[config.mk]
export PLATFORM = sky130hd
export DESIGN_NAME = svrw_queue
export DESIGN_NICKNAME = d
export VERILOG_FILES = /design/src/hw/rtl/svrw_pkg.sv /design/src/hw/rtl/svrw_queue.sv
export SDC_FILE = /design/constraint.sdc
export NUM_CORES = 1
export LEC_CHECK = 0
export BUFFER_PORTS_ARGS = -buffer_cell sky130_fd_sc_hd__buf_2
export CAP_MARGIN = 20
export CORE_MARGIN = 2
export CORE_UTILIZATION = 37
export DETAILED_ROUTE_END_ITERATION = 7
export SYNTH_ARGS = -nofsm -noshare
export SYNTH_HDL_FRONTEND = slang
export SYNTH_SLANG_ARGS = --single-unit
[constraint.sdc]
create_clock -name clk -period 2.5 [get_ports clk]
set_clock_uncertainty 0.2 [all_clocks]
set_input_delay 0.375 -clock clk [delete_from_list [all_inputs] [get_ports clk]]
set_output_delay 0.375 -clock clk [all_outputs]
set_load 0.05 [all_outputs]
[src/hw/rtl/svrw_pkg.sv]
// svrw_pkg: constants, types and helper functions of the voxel ray walk unit
// no dependencies; imported by svrw_front, svrw_queue, svrw_back and the top level
package svrw_pkg;

	localparam int GRID_X      = 32;
	localparam int GRID_Y      = 32;
	localparam int GRID_Z      = 16;
	localparam int COUNT_WIDTH = 16;

	localparam int XW    = $clog2(GRID_X);
	localparam int YW    = $clog2(GRID_Y);
	localparam int ZW    = $clog2(GRID_Z);
	localparam int AW    = XW + YW + ZW;
	localparam int DEPTH = 1 << AW;
	localparam int TW    = 10;

	localparam logic [COUNT_WIDTH-1:0] COUNT_MAX = '1;
	localparam logic [15:0] LFSR_TAPS = 16'hB400;

	localparam logic [2:0] CFG_GMIN_X = 3'd0;
	localparam logic [2:0] CFG_GMIN_Y = 3'd1;
	localparam logic [2:0] CFG_GMIN_Z = 3'd2;
	localparam logic [2:0] CFG_SIZE_X = 3'd3;
	localparam logic [2:0] CFG_SIZE_Y = 3'd4;
	localparam logic [2:0] CFG_SIZE_Z = 3'd5;
	localparam logic [2:0] CFG_SEED   = 3'd6;

	localparam logic CMD_CAST = 1'b0;
	localparam logic CMD_READ = 1'b1;

	typedef struct packed {
		logic [XW-1:0] x;
		logic [YW-1:0] y;
		logic [ZW-1:0] z;
	} vox_t;

	typedef struct packed {
		logic cmd;
		vox_t pt;
		vox_t tg;
	} entry_t;

	typedef struct packed {
		logic signed [15:0] gmin_x;
		logic signed [15:0] gmin_y;
		logic signed [15:0] gmin_z;
		logic [8:0]         top_x;
		logic [8:0]         top_y;
		logic [8:0]         top_z;
	} grid_cfg_t;

	typedef struct packed {
		logic   valid;
		entry_t data;
		logic   full;
	} q_stat_t;

	typedef enum logic [2:0] {
		ST_CLEAR, ST_IDLE, ST_PICK, ST_MRD, ST_MWR, ST_HRD, ST_HWR, ST_OUT
	} walk_state_t;

	// highest usable index from a size register
	function automatic logic [8:0] eff_top(logic [5:0] s, int grid);
		logic [8:0] r;
		if (s == 6'd0) r = 9'd0;
		else if ({3'b000, s} > 9'(grid)) r = 9'(grid - 1);
		else r = {3'b000, s} - 9'd1;
		return r;
	endfunction

	// nearest voxel, ties to the lower one, clamped
	function automatic logic [8:0] snap_idx(logic signed [15:0] p, logic signed [15:0] gmin,
		logic [8:0] top);
		logic signed [17:0] d;
		logic [14:0]        idx;
		logic [8:0]         r;
		d   = 18'(p) - 18'(gmin) + 18'sd3;
		idx = 15'(d[17:3]);
		if (d[17]) r = 9'd0;
		else if (idx > {6'd0, top}) r = top;
		else r = idx[8:0];
		return r;
	endfunction

	function automatic logic [COUNT_WIDTH-1:0] sat_inc(logic [COUNT_WIDTH-1:0] c);
		return (c == COUNT_MAX) ? c : c + 1'b1;
	endfunction

endpackage

[src/hw/rtl/svrw_queue.sv]
// svrw_queue: two-entry queue between front and walk engine
// depends on svrw_pkg
module svrw_queue import svrw_pkg::*; (
	input  logic    clk,
	input  logic    arst_n,
	input  logic    push,
	input  entry_t  push_data,
	input  logic    pop,
	output q_stat_t stat
);

	entry_t     mem_q [2];
	logic       wp_q, rp_q;
	logic [1:0] cnt_q;

	always_ff @(posedge clk or negedge arst_n) begin
		if (!arst_n) begin
			wp_q  <= 1'b0;
			rp_q  <= 1'b0;
			cnt_q <= 2'd0;
		end else begin
			if (push) wp_q <= !wp_q;
			if (pop) rp_q <= !rp_q;
			cnt_q <= cnt_q + {1'b0, push} - {1'b0, pop};
		end
	end

	always_ff @(posedge clk) begin
		if (push) mem_q[wp_q] <= push_data;
	end

	assign stat.valid = cnt_q != 2'd0;
	assign stat.full  = cnt_q == 2'd2;
	assign stat.data  = mem_q[rp_q];

endmodule

=== Yosys cells after proc, flatten, opt, wreduce, memory -nomap -nowiden ===
Memory sizes are Yosys's and may differ from the RTL's.
Index checks and enable logic that the tools add are counted.

* Input port bits: 33
* Output and inout bits: 31
* Memories kept: 1
* Flip-flop bits (word level): 4
* Word-level logic and storage cells: 12
* Memory bits (writable): 58

{| class="wikitable"
|+ Memories
! name !! words !! width !! rd ports !! clocked after Yosys merged registers in !! write ports !! RTL line !! text
|-
| mem_q || 2 || 29 || 1 || 0 || 1 || svrw_queue.sv:12 || <nowiki>entry_t mem_q [2];</nowiki>
|}

* Multiplexer cells: 2
* Equality and inequality tests: 1
* Reduce and logical (&&, ||, !) cells: 3
* $add $sub $neg: 2

{| class="wikitable"
|+ Operator list
! operator !! number
|-
| $add A2 B1 Y2 || 1
|-
| $eq A2 B2 Y1 const B || 1
|-
| $logic_not A1 Y1 || 2
|-
| $mux W1 || 2
|-
| $reduce_bool A2 Y1 || 1
|-
| $sub A2 B1 Y2 || 1
|}

=== Longest topological paths before layout ===
* Depth in word-level cells: 2
* Mapped depth: 5
* Gate-level depth less buffers: 5

=== Worst setup path before layout ===
OpenSTA, ideal clock, no wires.

* Path type: register -> register
* From: reg wp_q
* To: mem mem_q[0][0] (netlist name) (enable)
* Cell stages (with the launch flop): 2
* Slack: 172 ps
* Required time: 1882 ps
* Path buffers: 0
* Library setup time: 418 ps
* Arrival time: 1710 ps
* Clock period less this slack: 2328 ps
* Cell sequence: dfrtp_1 nor2b_1

{| class="wikitable"
|+ RTL lines
! element !! RTL line !! text
|-
| start: declaration || svrw_queue.sv:13 || <nowiki>logic wp_q, rp_q;</nowiki>
|-
| start signal: assignment || svrw_queue.sv:22 || <nowiki>if (push) wp_q <= !wp_q;</nowiki>
|-
| end: declaration || svrw_queue.sv:12 ||
|}

Straight into the memory's write port.

==> results.py <==
metrics = {
    "outcome": {
        "status": "completed",
    },
    "yosys": {
        "synth_edf_count": 58,
        "syn_nets": 140,
        "yosysWarnings": 0,
        "ys_seq_elements": 62,
        "synth.top_cell.area_share_pct": 72.3,
        "ys.flop_type": "edfxtp_1",
        "yosysSeqAreaShare_pct": 76.4,
        "synth_area_leader_cell": "edfxtp_1",
        "yosys-top-cells-area": "edfxtp_1 72%, mux2_4 18%, dfrtp_1 4.2%",
        "async_flop_share_pct": 6.45,
        "synth_cell_types": 11,
        "synthesis.instances": 105,
        "synth_area_per_cell_sq_um": 23.0,
        "synthTopCellsByCount": "58 x edfxtp_1, 29 x mux2_4, 4 x dfrtp_1",
        "post-synth-top-count-cell": "edfxtp_1",
        "synth_area_sq_mm": 0.00241,
    },
    "worst_setup_path": {
        "arrival_ns": 1.66,
        "end_kind": "output pin",
        "reg2reg_slack_ns": 0.89,
        "path_max_fanout": 22,
        "crit_path_start_kind": "register",
        "r2r_cells": 2,
        "r2r-end": "mem_q[0][13]$_DFFE_PP_",
        "timing.rr.start": "wp_q$_DFFE_PN0P_",
        "critPathRequiredTime_ns": 1.92,
        "timing_worst_setup_path_type": "reg -> out",
    },
    "job": {
        "maxCapViolCount": 0,
    },
    "cells_and_area": {
        "fillers": 566,
        "n_antenna_cell": 0,
        "nets": 216,
        "fin_cells": 263,
        "multi_input_area_sq_um": 534,
        "drive_above_1_share_pct": 59.7,
        "seqCellArea_sq_mm": 0.00184,
        "area_growth_pct": 26.7,
        "utilization_pct": 48.4,
    },
    "sta": {
        "clock.fmax_ghz": 0.447,
        "setup_viol": 0,
        "worst_slack_ns": 0.261,
        "rsz0062_at_grt": "no",
        "worst_slew_pin_slew_ns": 0.329,
        "min_period_ns": 2.24,
        "slew_headroom_pct": 78.0,
        "hold_viol": 0,
        "finalCritPeriodShare_pct": 89.6,
        "maxSlewViolCount": 0,
        "finalSetupTns_ns": 0,
    },
    "floorplanning": {
        "pin_count": 64,
        "coreArea_sq_mm": 0.00631,
        "fp.dieH_microns": 84.7,
        "rows": 29,
        "die-area_sq_mm": 0.00717,
        "initial_core_util_pct": 38.2,
        "die_w_microns": 84.7,
    },
    "clock_tree": {
        "root_buffer": "clkbuf_8",
        "clkTransAtPathRegs_ns": 0.07,
        "postCtsHoldBufs": 1,
        "clock_path_buffers": 2,
        "cts-resized-gates": 0,
        "numClockSinks": 62,
        "clk_latency_ns": 0.32,
        "cts_tree": "done",
        "numCtsBuffers": 9,
        "cts_setup_buffers": 0,
        "htree_levels": 3,
    },
    "drt": {
        "antenna_left": 0,
        "route.vias.total": 1175,
        "drc": 0,
        "first_pass_iters": 3,
        "initialDrtViolationCount": 44,
        "vias_per_cell": 4.47,
        "finalWirelength_mm": 3.86,
        "wl_per_cell_microns": 14.7,
    },
    "global_routing": {
        "grt_use_total_pct": 12.1,
        "grt_pass1_vias": 1271,
        "grt_max_degree": 23,
        "grt_first_pass_wirelength_mm": 6.25,
        "overflow": 0,
        "antenna_found_initial": 0,
    },
    "place": {
        "io_buffers": 63,
        "gp_congestion": 0.786,
        "place_ws_ns": 0.586,
        "place_inst": 246,
        "dp_hpwl_mm": 2.75,
    },
    "min_path": {
        "hold_depth": 1,
        "hold_end": "mem_q[0][5]$_DFFE_PP_",
        "holdCritPathClass": "in -> reg",
        "min-delay-start": "push_data[5]",
    },
    "pwr": {
        "p_total_uw": 4110,
        "leakage_uw": 0.00127,
        "powerDensity_mw_per_mm2": 1350,
        "ir_drop_mv": 0.541,
    },
}
[kinds of logic (layout without fill, tap and decap cells)]
family,Yosys count,in the layout,share of synthesized area [%]
AND/OR/NAND/NOR,4,4,1.04
XOR/XNOR,3,3,1.71
adder cells (fa/ha/maj),2,2,1.04
multiplexers,29,29,18.1
flip-flops,62,62,76.4
buffers and inverters,5,86,1.71
[state kept, by name, indices dropped and copies added (netlist names)]
signal  count
wp_q        1
cnt_q       2
mem_q      58
rp_q        1
[critical path, cell delays in order (launching register included)]
cell,delay [ns]
dfrtp_2,0.54
buf_12,0.25
mux2_4,0.32
buf_2,0.21
[stage by stage]
stage          hold slack (ns)  area, sq um
6_report                0.0313         3050
5_1_grt                 0.0102         3050
4_1_cts                 0.0144         3050
3_5_place_dp           -0.0118         2840
3_3_place_gp           -0.0115         2840
2_1_floorplan           -0.121         2410
[routing by layer]
metal / share of wire, % / track usage [%] / wire length, microns / vias to the layer above
met3: 6.4 / 5.01 / 248 / 8
met4: 2.4 / 7.79 / 91 / 0
met2: 52 / 20.0 / 2000 / 44
met1: 39 / 12.6 / 1520 / 564
li1: - / - / - / 559
met5: 0 / 0 / 0 / -
[where the power goes]
part           leakage [uW]  internal [uW]  switching, uW
clock              0.000103            549            340
sequential         0.000590           1390            106
combinational      0.000579            601           1130
[placed cells by master (no fill, tap or decap), types with 2 or more instances in the layout]
master,netlist,final
bufinv_16,0,2
buf_2,0,63
mux2_4,29,29
inv_1,2,2
dfrtp_1,4,3
clkbuf_8,0,9
buf_4,0,3
clkinv_1,0,3
xor2_1,2,2
edfxtp_1,58,58
ha_1,2,2
[how the worst max path moves through the flow]
stage	from	end	slack, ns	depth (start not counted)
floorplan	wp_q$_DFFE_PN0P_	mem_q[0][0]$_DFFE_PP_	0.17	1
global placement	rp_q$_DFFE_PN0P_	stat[2]	0.60	3
detailed placement	rp_q$_DFFE_PN0P_	stat[2]	0.59	3
CTS	rp_q$_DFFE_PN0P_	stat[2]	0.22	3
global route	rp_q$_DFFE_PN0P_	stat[2]	0.18	3
finish	rp_q$_DFFE_PN0P_	stat[2]	0.26	3
[final cells by class]
class / count / area share [%]
clock inverters: 6 / 2.50
well taps: 77 / 3.16
multi-input cells: 38 / 17.5
clock buffers: 10 / 4.18
inverters: 2 / 0.246
repair buffers: 68 / 12.0
flip-flops and latches: 62 / 60.4
Note: power is estimated with default switching activity, not from simulation.
