File: config.mk
export PLATFORM = sky130hd
export DESIGN_NAME = svrw_front_flat
export DESIGN_NICKNAME = d
export VERILOG_FILES = /design/src/hw/rtl/svrw_pkg.sv /design/src/hw/rtl/svrw_if.sv /design/src/hw/rtl/svrw_front.sv /design/src/flat_wrapper.sv
export SDC_FILE = /design/constraint.sdc
export NUM_CORES = 1
export LEC_CHECK = 0
export BUFFER_PORTS_ARGS = -buffer_cell sky130_fd_sc_hd__buf_2
export CAP_MARGIN = 20
export CORE_ASPECT_RATIO = 1.1
export CORE_UTILIZATION = 55
export DETAILED_ROUTE_END_ITERATION = 10
export PLACE_DENSITY = 0.94
export SYNTH_ARGS = -nofsm -noshare
export SYNTH_HDL_FRONTEND = slang
export SYNTH_SLANG_ARGS = --single-unit
export TNS_END_PERCENT = 5
File: constraint.sdc
create_clock -name vclk -period 9.15
set_input_delay 1.83 -clock vclk [all_inputs]
set_output_delay 1.83 -clock vclk [all_outputs]
set_load 0.01 [all_outputs]
File: src/hw/rtl/svrw_pkg.sv
// svrw_pkg: constants, types and helper functions of the voxel ray walk unit
// no dependencies; imported by svrw_front, svrw_queue, svrw_back and the top level
package svrw_pkg;

	localparam int GRID_X      = 32;
	localparam int GRID_Y      = 32;
	localparam int GRID_Z      = 16;
	localparam int COUNT_WIDTH = 16;

	localparam int XW    = $clog2(GRID_X);
	localparam int YW    = $clog2(GRID_Y);
	localparam int ZW    = $clog2(GRID_Z);
	localparam int AW    = XW + YW + ZW;
	localparam int DEPTH = 1 << AW;
	localparam int TW    = 10;

	localparam logic [COUNT_WIDTH-1:0] COUNT_MAX = '1;
	localparam logic [15:0] LFSR_TAPS = 16'hB400;

	localparam logic [2:0] CFG_GMIN_X = 3'd0;
	localparam logic [2:0] CFG_GMIN_Y = 3'd1;
	localparam logic [2:0] CFG_GMIN_Z = 3'd2;
	localparam logic [2:0] CFG_SIZE_X = 3'd3;
	localparam logic [2:0] CFG_SIZE_Y = 3'd4;
	localparam logic [2:0] CFG_SIZE_Z = 3'd5;
	localparam logic [2:0] CFG_SEED   = 3'd6;

	localparam logic CMD_CAST = 1'b0;
	localparam logic CMD_READ = 1'b1;

	typedef struct packed {
		logic [XW-1:0] x;
		logic [YW-1:0] y;
		logic [ZW-1:0] z;
	} vox_t;

	typedef struct packed {
		logic cmd;
		vox_t pt;
		vox_t tg;
	} entry_t;

	typedef struct packed {
		logic signed [15:0] gmin_x;
		logic signed [15:0] gmin_y;
		logic signed [15:0] gmin_z;
		logic [8:0]         top_x;
		logic [8:0]         top_y;
		logic [8:0]         top_z;
	} grid_cfg_t;

	typedef struct packed {
		logic   valid;
		entry_t data;
		logic   full;
	} q_stat_t;

	typedef enum logic [2:0] {
		ST_CLEAR, ST_IDLE, ST_PICK, ST_MRD, ST_MWR, ST_HRD, ST_HWR, ST_OUT
	} walk_state_t;

	// highest usable index from a size register
	function automatic logic [8:0] eff_top(logic [5:0] s, int grid);
		logic [8:0] r;
		if (s == 6'd0) r = 9'd0;
		else if ({3'b000, s} > 9'(grid)) r = 9'(grid - 1);
		else r = {3'b000, s} - 9'd1;
		return r;
	endfunction

	// nearest voxel, ties to the lower one, clamped
	function automatic logic [8:0] snap_idx(logic signed [15:0] p, logic signed [15:0] gmin,
		logic [8:0] top);
		logic signed [17:0] d;
		logic [14:0]        idx;
		logic [8:0]         r;
		d   = 18'(p) - 18'(gmin) + 18'sd3;
		idx = 15'(d[17:3]);
		if (d[17]) r = 9'd0;
		else if (idx > {6'd0, top}) r = top;
		else r = idx[8:0];
		return r;
	endfunction

	function automatic logic [COUNT_WIDTH-1:0] sat_inc(logic [COUNT_WIDTH-1:0] c);
		return (c == COUNT_MAX) ? c : c + 1'b1;
	endfunction

endpackage

File: src/hw/rtl/svrw_if.sv
// svrw_if: valid/ready channel interfaces for cast/read items and results
// depends on nothing
interface svrw_in_if;
	logic               valid;
	logic               ready;
	logic               cmd;
	logic signed [15:0] sensor_x;
	logic signed [15:0] sensor_y;
	logic signed [15:0] sensor_z;
	logic signed [15:0] point_x;
	logic signed [15:0] point_y;
	logic signed [15:0] point_z;
	logic [4:0]         query_x;
	logic [4:0]         query_y;
	logic [3:0]         query_z;

	modport source (output valid, cmd, sensor_x, sensor_y, sensor_z, point_x, point_y,
		point_z, query_x, query_y, query_z, input ready);
	modport sink (input valid, cmd, sensor_x, sensor_y, sensor_z, point_x, point_y,
		point_z, query_x, query_y, query_z, output ready);
endinterface


File: src/hw/rtl/svrw_front.sv
// svrw_front: accepts items, snaps cast points to voxels, clamps read queries
// depends on svrw_pkg and svrw_if
module svrw_front import svrw_pkg::*; (
	svrw_in_if.sink   in_ch,
	input  grid_cfg_t gcfg,
	input  logic      clr_busy,
	input  logic      q_full,
	output logic      push,
	output entry_t    push_data
);

	logic [8:0] qx, qy, qz;

	assign in_ch.ready = !q_full && !clr_busy;
	assign push        = in_ch.valid && in_ch.ready;

	always_comb begin
		qx = ({4'd0, in_ch.query_x} > 9'(GRID_X - 1)) ? 9'(GRID_X - 1) : {4'd0, in_ch.query_x};
		qy = ({4'd0, in_ch.query_y} > 9'(GRID_Y - 1)) ? 9'(GRID_Y - 1) : {4'd0, in_ch.query_y};
		qz = ({5'd0, in_ch.query_z} > 9'(GRID_Z - 1)) ? 9'(GRID_Z - 1) : {5'd0, in_ch.query_z};
		push_data.cmd = in_ch.cmd;
		push_data.pt.x = XW'(snap_idx(in_ch.sensor_x, gcfg.gmin_x, gcfg.top_x));
		push_data.pt.y = YW'(snap_idx(in_ch.sensor_y, gcfg.gmin_y, gcfg.top_y));
		push_data.pt.z = ZW'(snap_idx(in_ch.sensor_z, gcfg.gmin_z, gcfg.top_z));
		if (in_ch.cmd == CMD_READ) begin
			push_data.tg.x = XW'(qx);
			push_data.tg.y = YW'(qy);
			push_data.tg.z = ZW'(qz);
		end else begin
			push_data.tg.x = XW'(snap_idx(in_ch.point_x, gcfg.gmin_x, gcfg.top_x));
			push_data.tg.y = YW'(snap_idx(in_ch.point_y, gcfg.gmin_y, gcfg.top_y));
			push_data.tg.z = ZW'(snap_idx(in_ch.point_z, gcfg.gmin_z, gcfg.top_z));
		end
	end

endmodule

File: src/flat_wrapper.sv
// flat-port wrapper written by rule: the top's interface ports become plain ports
module svrw_front_flat import svrw_pkg::*;
  (gcfg, clr_busy, q_full, push, push_data, in_ch_valid, in_ch_cmd, in_ch_sensor_x, in_ch_sensor_y, in_ch_sensor_z, in_ch_point_x, in_ch_point_y, in_ch_point_z, in_ch_query_x, in_ch_query_y, in_ch_query_z, in_ch_ready);
  svrw_in_if in_ch_i ();
  input  grid_cfg_t gcfg;
  input  logic clr_busy;
  input  logic q_full;
  output logic push;
  output entry_t push_data;
  input wire logic [$bits(in_ch_i.valid)-1:0] in_ch_valid;
  input wire logic [$bits(in_ch_i.cmd)-1:0] in_ch_cmd;
  input wire logic [$bits(in_ch_i.sensor_x)-1:0] in_ch_sensor_x;
  input wire logic [$bits(in_ch_i.sensor_y)-1:0] in_ch_sensor_y;
  input wire logic [$bits(in_ch_i.sensor_z)-1:0] in_ch_sensor_z;
  input wire logic [$bits(in_ch_i.point_x)-1:0] in_ch_point_x;
  input wire logic [$bits(in_ch_i.point_y)-1:0] in_ch_point_y;
  input wire logic [$bits(in_ch_i.point_z)-1:0] in_ch_point_z;
  input wire logic [$bits(in_ch_i.query_x)-1:0] in_ch_query_x;
  input wire logic [$bits(in_ch_i.query_y)-1:0] in_ch_query_y;
  input wire logic [$bits(in_ch_i.query_z)-1:0] in_ch_query_z;
  output wire logic [$bits(in_ch_i.ready)-1:0] in_ch_ready;
  assign in_ch_i.valid = in_ch_valid;
  assign in_ch_i.cmd = in_ch_cmd;
  assign in_ch_i.sensor_x = in_ch_sensor_x;
  assign in_ch_i.sensor_y = in_ch_sensor_y;
  assign in_ch_i.sensor_z = in_ch_sensor_z;
  assign in_ch_i.point_x = in_ch_point_x;
  assign in_ch_i.point_y = in_ch_point_y;
  assign in_ch_i.point_z = in_ch_point_z;
  assign in_ch_i.query_x = in_ch_query_x;
  assign in_ch_i.query_y = in_ch_query_y;
  assign in_ch_i.query_z = in_ch_query_z;
  assign in_ch_ready = in_ch_i.ready;
  svrw_front u_core (.in_ch(in_ch_i), .gcfg(gcfg), .clr_busy(clr_busy), .q_full(q_full), .push(push), .push_data(push_data));
endmodule
=== Yosys cells after proc, flatten, opt, wreduce, memory -nomap -nowiden ===
Index checks and enable logic that the tools add are counted.

* Register bits: 0
* Bits of input ports: 189
* Logic and storage cells: 35
* Output and inout bits: 31

* $lt $le $gt $ge: 6
* Add/subtract/negate cells: 12
* Mux-type cells: 13
* Reductions and logical operators: 4

{| class="wikitable"
|+ Operator list
! operator !! count
|-
| adder 17 x 3 -> 18 bit, second input constant || 6
|-
| subtractor 16 x 16 -> 17 bit || 6
|-
| > comparator 15 x 9 -> 1 bit || 6
|-
| two-way mux 5 bit || 8
|-
| two-way mux 4 bit || 4
|-
| two-way mux 14 bit || 1
|-
| logical AND 1 bit || 2
|-
| zero test 1 bit || 2
|}

=== Logic depth before layout (Yosys ltp) ===
* Depth after elaboration: 6
* Depth in mapped cells: 23

=== Worst setup path after synthesis ===
Ideal clock, no wire load.

* Path type: input -> output
* From: input in_ch_sensor_x[2]
* To: output push_data[23] (netlist bit)
* Data required time: 7320 ps
* Path slack: 1625 ps
* Stages: 21
* Arrival time: 5695 ps
* Cell sequence: inv_1 -> ha_1 -> inv_1 -> ha_1 -> and4b_1 -> nor4_2 -> nor3b_4 -> o21a_1 -> o31ai_1 -> inv_1 -> ha_1 -> or2_2 -> a21oi_1 -> a21oi_1 -> a31oi_1 -> o221ai_1 -> or4b_1 -> a22oi_1 -> o21a_1 -> buf_6 -> mux2i_1

{| class="wikitable"
|+ RTL lines
! what !! line !! text
|-
| start: declaration || flat_wrapper.sv:12 || <nowiki>input wire logic [$bits(in_ch_i.sensor_x)-1:0] in_ch_sensor_x;</nowiki>
|-
| end: declaration || flat_wrapper.sv:9 || <nowiki>output entry_t push_data;</nowiki>
|}

==> results.yml <==
critical_path:
  end_kind: "primary output"
  slowest_delay_ns: 0.53
  arrival_ns: 6.30
  required_ns: 7.32
  crit_path_top_delay_cell: "or4b_1"
  cp_cell_sequence: "buf_2 > ha_1 > inv_1 > ha_1 > and4b_1 > nor4_2 > nor3b_4 > o21a_1 > o31ai_1 > inv_1 > ha_1 > or2_2 > a21oi_1 > a21oi_1 > a31oi_1 > o221ai_1 > or4b_1 > a22oi_1 > o21a_1 > mux2i_1 > buf_2"
  cp_common_cell: "ha_1"
  start_kind: "input port"
  critPathKind: "input port to primary output"
  crit_fanout: 5
power_and_ir_drop:
  swShare_pct: 55.07
  finalPower_mw: 0.6874
  comb_power_share_pct: 100.0
  p_int_mw: 0.3089
  clkPwrFrac_pct: 0
  switching_power_mw: 0.3786
  leakagePower_nw: 4.701
  power_density_nw_per_um2: 83.44
  ir_drop_mv: 0.04259
  seqPwrFrac_pct: 0
yosys:
  yosys_warnings: 0
  syn-instance-count: 907
  ys_seq_area_share_pct: 0
  yosys-top-cells-area: "ha_1 42%, inv_1 5.8%, xnor2_1 3.8%"
  yosys.area.top_type_share_pct: 41.92
  synth_nets: 1330
  syn_area_per_cell_um2: 7.700
  yosysMostFrequentCell: "ha_1"
  synth_top_cell_by_area: "ha_1"
  synthTopCellsByCount: "234 x ha_1, 107 x inv_1, 63 x nor2_1, 55 x nand2_1, 46 x a21oi_1"
  synth_cell_types: 74
  syn-cell-area_um2: 6984
floorplanning:
  io_pins: 220
  die_h_um: 120.2
  design.die.area_um2: 13150
  die_w_um: 109.4
  rows: 42
  core-area_um2: 12190
  initial_core_util_pct: 57.29
clock_tree:
  postCtsSetupBuffers: 0
  post_cts_resized: 0
  hold_buffers: 0
timing:
  timing.hold.ws_ns: 3.897
  layout_setup_ws_ns: 1.018
  tightest_slew_ns: 0.8062
  rsz0062_at_grt: "false"
  drv_slew: 0
  setup_tns_ns: 0
  setup_viol: 0
  period_share_pct: 88.87
  hold_viol: 0
  worst_slew_margin_rel_pct: 45.93
  fmax_mhz: 123.0
  period_minus_slack_ns: 8.132
grt:
  grt_usage_pct: 28.50
  overflow: 0
  grt_max_degree: 19
  grt_pass1_vias: 7325
  antenna_found_initial: 2
  grt_pass1_wl_um: 30990
detailed_routing:
  vias: 7476
  post-route-drc-count: 0
  routed_wl_um: 19210
  drt_first_pass_iters: 7
  routedWlPerCell_um: 15.08
  routed_via_density: 5.868
  drt_iter0_drc: 437
  ant_nets: 0
place:
  dp_hpwl_um: 17390
  pre_cts_ws_ns: 1.034
  port_buffers: 220
  dp.cells: 1273
  place_congestion: 0.9135
  post_dp_cell_area_um2: 8237
layout:
  seq_cells: 0
  drive_above_1_share_pct: 22.16
  regArea_um2: 0
  final_area_um2: 8239
  stdcell_count: 1274
  post-route-util_pct: 67.58
  clkbuf_count: 0
  syn_to_final_growth_pct: 17.97
  final_nets: 1544
worst_hold_path:
  hold_class: "input port to primary output"
flow_run:
  maxCapViolCount: 0
status:
  status: "completed"
==> power groups by stage <==
stage / Combinational [mW] / Sequential [mW] / Clock [mW]
after floorplan: 0.493 / 0 / 0
after global placement: 0.650 / 0 / 0
after global routing: 0.769 / 0 / 0
after CTS: 0.680 / 0 / 0
after detailed placement: 0.675 / 0 / 0
final: 0.687 / 0 / 0.0000000146
==> per-layer routing <==
metal	share of wire (%)	vias up	GRT usage, %
li1	-	3765	-
met2	51	297	55.27
met4	2.7	2	8.417
met1	40	3363	32.21
met5	0.068	-	0
met3	6.1	49	2.318
==> final timing paths <==
path | start | to | slack, ns | depth (start not counted)
min | q_full | in_ch_ready | 3.90 | 3
max | gcfg[61] | push_data[25] | 1.02 | 21
==> worst max-delay path: cells and delay by family <==
kind	cells	cell delay, ns
adders and majority gates	3	0.84
muxes	1	0.23
buffers and inverters	4	0.40
AOI/OAI and AO/OA	8	1.54
and+or+nand+nor	5	1.45
==> cells in the final DEF, fill, tap and decap left out, drive strengths merged, types with 4 or more instances in the layout <==
master	n
a21boi	6
a31oi	11
nor2	63
a211oi	10
nor4	5
nand4b	5
nand4	9
and4b	4
a21o	18
xor2	16
inv	107
o21ai	48
nor2b	23
nand3	37
or2	6
a2111oi	11
or3	8
o31ai	5
and2	8
nor3b	5
xnor2	30
ha	234
mux2	5
buf	220
o211ai	10
nand2b	8
nand2	55
o21a	21
nor3	24
mux2i	20
a21oi	46
==> logic make-up after synthesis <==
group,after synthesis,share of synthesized area (%)
AND/OR/NAND/NOR,268,19.94
adder cells (fa/ha/maj),234,41.92
AO/OA/AOI/OAI,219,22.36
buffers and inverters,115,6.342
XOR/XNOR,46,5.768
multiplexers,25,3.672
==> final cells by class <==
cell class	count	area, µm²
multi-input combinational	792	6541
fill	1032	3953
inverter	107	401.6
timing repair buffer	220	1101
antenna	1	2.502
tap	154	192.7
No activity file was read; power rests on OpenSTA's default activity.
